**config.mk**
```make
export PLATFORM = sky130hd
export DESIGN_NAME = stbs_probe
export DESIGN_NICKNAME = d
export VERILOG_FILES = /design/src/rtl/core/stbs_pkg.sv /design/src/rtl/core/stbs_probe.sv
export SDC_FILE = /design/constraint.sdc
export NUM_CORES = 1
export LEC_CHECK = 0
export BUFFER_PORTS_ARGS = -buffer_cell sky130_fd_sc_hd__buf_2
export CELL_PAD_IN_SITES_DETAIL_PLACEMENT = 1
export CELL_PAD_IN_SITES_GLOBAL_PLACEMENT = 1
export CORE_MARGIN = 8
export CORE_UTILIZATION = 35
export DETAILED_ROUTE_END_ITERATION = 6
export PLACE_DENSITY_LB_ADDON = 0.1
export SLEW_MARGIN = 20
export SYNTH_ARGS = -nofsm -noshare
export SYNTH_HDL_FRONTEND = slang
export SYNTH_SLANG_ARGS = --single-unit
```
**constraint.sdc**
```tcl
create_clock -name vclk -period 8.3
set_input_delay 1.66 -clock vclk [all_inputs]
set_output_delay 1.66 -clock vclk [all_outputs]
set_load 0.03 [all_outputs]
```
**src/rtl/core/stbs_pkg.sv**
```systemverilog
`default_nettype none

package stbs_pkg;

   // Table geometry.
   localparam int TableDepth = 256;
   localparam int AddrWidth  = (TableDepth > 1) ? $clog2(TableDepth) : 1;
   localparam int DataWidth  = 32;
   localparam int IndexWidth = 8;
   // Search bounds run from -1 up to 2**IndexWidth, so they carry a sign and a spare bit.
   localparam int BoundWidth = IndexWidth + 2;

   // Request kinds.
   localparam logic ReqWrite  = 1'b0;
   localparam logic ReqSearch = 1'b1;

   // Sequencer states.
   typedef enum logic [1:0] {
      StIdle   = 2'b01,
      StSearch = 2'b10
   } state_type;

   // Outcome of one probe, handed from the compare unit to the sequencer.
   typedef struct packed {
      logic                         hit;
      logic                         more;
      logic signed [BoundWidth-1:0] lo_next;
      logic signed [BoundWidth-1:0] hi_next;
      logic [IndexWidth-1:0]        mid_next;
   } probe_type;

endpackage

`default_nettype wire

```
**src/rtl/core/stbs_probe.sv**
```systemverilog
`default_nettype none

// Compare unit: checks one probed entry against the key and narrows the bounds.
module stbs_probe (
   input  wire logic signed [stbs_pkg::BoundWidth-1:0] lo,
   input  wire logic signed [stbs_pkg::BoundWidth-1:0] hi,
   input  wire logic [stbs_pkg::IndexWidth-1:0]        mid,
   input  wire logic                                   in_range,
   input  wire logic signed [stbs_pkg::DataWidth-1:0]  rd_data,
   input  wire logic signed [stbs_pkg::DataWidth-1:0]  key,
   output stbs_pkg::probe_type                         result
);

   logic signed [stbs_pkg::DataWidth-1:0]  value;
   logic signed [stbs_pkg::BoundWidth-1:0] mid_wide;
   logic signed [stbs_pkg::BoundWidth-1:0] sum;

   // An index past the end of the table reads as zero.
   assign value    = in_range ? rd_data : '0;
   assign mid_wide = stbs_pkg::BoundWidth'({1'b0, mid});

   always_comb begin
      result.hit     = (value == key);
      result.lo_next = lo;
      result.hi_next = hi;
      if (!result.hit) begin
         if (value > key) begin
            result.hi_next = mid_wide - stbs_pkg::BoundWidth'(1);
         end else begin
            result.lo_next = mid_wide + stbs_pkg::BoundWidth'(1);
         end
      end
      result.more = !result.hit && (result.lo_next <= result.hi_next);
      // When the search goes on both bounds lie in the index range, so the sum is not negative.
      sum = result.lo_next + result.hi_next;
      result.mid_next = sum[stbs_pkg::IndexWidth:1];
   end

endmodule

`default_nettype wire

```
==> qor.log <==
qor: worst_setup_path.cpMaxStageDelayCell sky130_fd_sc_hd__a221oi_4
qor: global_route.global_route.overflow_total 0
qor: worst_hold_path.worstHoldPathType input port to primary output
qor: yosys.yosys.area_share.simple 25.6%
qor: floorplanning.die_area 9380 sq um
qor: timing.fin_setup_tns 0 ns
qor: yosys.post_synthesis_sequential_area_ratio 0%
qor: detailed_routing.totalWireLength 7.30 mm
qor: timing.worst_slack 0.614 ns
qor: cells_and_area.multi_input_area 2090 sq um
qor: floorplanning.initial_utilization 36.0%
qor: worst_setup_path.total_number_of_cells_along_the_worst_setup_path 17
qor: cells_and_area.regArea 0 sq um
qor: yosys.synthXorXnorAreaFrac 6.89%
qor: worst_setup_path.worstPathBufferInverterCount 3
qor: timing.worst_hold_slack 3.72 ns
qor: yosys.avgSynthCellArea 7.63 sq um
qor: run.max_cap_violations 0
qor: yosys.synthesis.nets 446
qor: worst_setup_path.path_class input port to primary output
qor: worst_setup_path.gate_family_responsible_for_the_most_delay_along_the_worst_path compound AO/OA/AOI/OAI gates
qor: place.numPortBuffers 123
qor: outcome.run_status finished, final reports clean
qor: worst_hold_path.worst_hold_path.num_cells 3
qor: yosys.postSynthCellCount 300
qor: detailed_routing.routed-via-count 2,450
qor: timing.achievable-frequency 130 MHz
qor: place.gp_congestion 0.863
qor: floorplanning.fp.dieW 96.9 um
qor: worst_hold_path.worstHoldStart hi[8]
qor: detailed_routing.drt_iter0_markers 29
qor: detailed_routing.postRouteAntennaNets 0
qor: timing.slew_headroom 58.7%
qor: yosys.synth.lib_cells_used.distinct 43
qor: timing.timing.final.crit_share 92.6%
qor: cells_and_area.syn_to_final_growth 29.6%
qor: detailed_routing.drt_drc_violations_left 0
qor: global_route.initial_antenna_violation_count 0
qor: power_and_ir_drop.max-vdd-ir-drop 0.000105 V
qor: timing.post-route-min-period 7.69 ns
qor: worst_setup_path.crit_chain buf_2 -> and2_1 -> ha_1 -> nand4_1 -> nor3_1 -> a221oi_1 -> nand2_1 -> a221oi_4 -> buf_4 -> mux2_4 -> ha_1 -> nor4_1 -> nand2_1 -> nor3_1 -> a311oi_1 -> a211oi_1 -> buf_2
qor: yosys.mappedNetlistArea 2290 sq um
qor: cts.cts_setup_buffers 0
qor: yosys.synth-compound-area-share 13.4%
qor: detailed_routing.firstDrtPassIters 4
qor: cells_and_area.share_of_final_layout_standard_cells_stronger_than_drive_strength_1 34.1%
qor: detailed_routing.avgRoutedWirePerCell 14.8 um
qor: worst_setup_path.required_time_of_the_critical_path 6.64 ns
qor: floorplanning.rows 29
qor: global_route.grt_util_overall 14.8%
qor: worst_setup_path.critPathLaunchType input port
qor: yosys.synth_top_family_by_area adder cells
qor: yosys.synth.mux.area_fraction 16.0%
qor: floorplanning.core_region_area 6350 sq um
qor: cells_and_area.antennaDiodeCount 0
qor: cells_and_area.seq_cells 0
qor: timing.grt_setup_unrepaired false
qor: detailed_routing.avgViaCountPerCell 4.96
qor: power_and_ir_drop.powerDensity 113 nW/um^2
qor: cells_and_area.finalNetCount 565
qor: worst_setup_path.worstSetupEndpointType primary output
qor: yosys.synth-warning-count 0
qor: place.dp_slack 0.568 ns
qor: timing.setup_viol 0
qor: global_route.first_global_vias 2,698
qor: cells_and_area.final.clkbuf_count 0
qor: place.dp.final_hpwl 6.67 mm
qor: floorplanning.design.portCount 123
qor: timing.drv_slew 0
qor: cells_and_area.number_of_fillers_in_the_final_layout 855
qor: timing.final-hold-violation-count 0
qor: power_and_ir_drop.leakagePower 1.69 nW
qor: worst_setup_path.worstPathMaxFanout 32
qor: global_route.wire_length_of_the_first_global_routing_pass 12.4 mm
qor: global_route.grt_start_max_net_pins 33
qor: worst_setup_path.critical-path-max-stage-delay 0.56 ns
qor: yosys.post_synth_fa_ha_maj_area_fraction 29.3%
qor: timing.max_slew.worst_pin.slew 0.613 ns
qor: floorplanning.chipHeight 96.9 um
qor: cts.post_cts_resized 0
qor: worst_setup_path.critPathArrivalTime 6.03 ns
qor: worst_setup_path.critical_path.startpoint in_range
qor: cts.quantity_of_hold_fixing_buffers_added_after_cts 0
cell usage after synthesis (all sizes together):
cell type	n	area share, %
mux2i	11	4.8
nand2	16	2.6
and3	2	0.55
mux2	20	11
ha	52	28
o21ai	11	2.4
nor3	7	1.5
a221oi	2	1.5
nor2	9	1.5
nor2b	7	2.0
fa	1	0.87
nand2b	4	1.1
o31ai	1	0.33
xnor2	9	3.4
clkbuf	5	0.82
and2b	1	0.44
nor3b	1	0.33
or2	2	0.55
nand3	5	1.1
a2bb2oi	1	0.38
a21boi	1	0.33
a2111o	1	0.49
a211oi	3	1.2
nand4	8	2.5
o21a	2	0.66
nor4	7	2.6
buf	3	1.3
inv	41	6.7
a311oi	1	0.38
o211ai	1	0.33
and2	32	8.9
o21bai	1	0.33
a21oi	23	5.0
xor2	9	3.4
kinds of logic after synthesis:
logic type	Yosys count
xor+xnor	18
simple gates	101
buf+inv	49
compound gates	48
mux	31
fa+ha+maj	53
metrics by stage:
stage,power (mW),instances,instance area [sq um],util [%]
2_1_floorplan,0.241,300,2290,-
3_3_place_gp,0.335,494,2970,46.7
3_5_place_dp,0.339,494,2970,46.7
4_1_cts,0.340,494,2970,46.7
5_1_grt,0.368,494,2970,46.7
6_report,0.334,494,2970,46.7
metal layers:
| layer | share of wire [%] | vias to the layer above | GRT usage (%) | wire (um) |
|---|---|---|---|---|
| li1 | - | 1274 | - | - |
| met1 | 46 | 1109 | 18.1 | 3370 |
| met2 | 50 | 67 | 27.8 | 3630 |
| met3 | 4.2 | 0 | 2.13 | 306 |
| met4 | 0 | 0 | 0 | 0 |
| met5 | 0 | - | 0 | 0 |
worst min-delay path, stage by stage:
cell and delay, ns:
sky130_fd_sc_hd__buf_2 0.09, sky130_fd_sc_hd__mux2_1 0.11, sky130_fd_sc_hd__buf_2 0.20
cell usage in the layout, fill, tap and decap left out, drive strengths merged, types with 2 or more instances in the layout:
cell type    n
nor4         7
o21ai       11
nand4        8
nand2       16
nand3        5
a221oi       2
inv         41
nand2b       4
xor2         9
a21oi       23
and3         2
nor2         9
nor3         7
o21a         2
and2        32
a211oi       3
xnor2        9
mux2i       11
mux2        20
buf        125
or2          2
ha          52
nor2b        7
where the power goes:
part,switching [mW],internal (mW)
Clock,0,0
Sequential,0,0
Combinational,0.204,0.130
Total,0.204,0.130
final timing paths:
path	to	slack (ns)
worst min-delay path	result[16]	3.72
worst max-delay path	result[28]	0.61
cell type report:
class / count / share of cell area, %
inverter: 41 / 5.19
multi-input combinational: 251 / 70.3
tap: 77 / 3.25
timing repair buffer: 125 / 21.3
(Power assumes the default switching activity.)
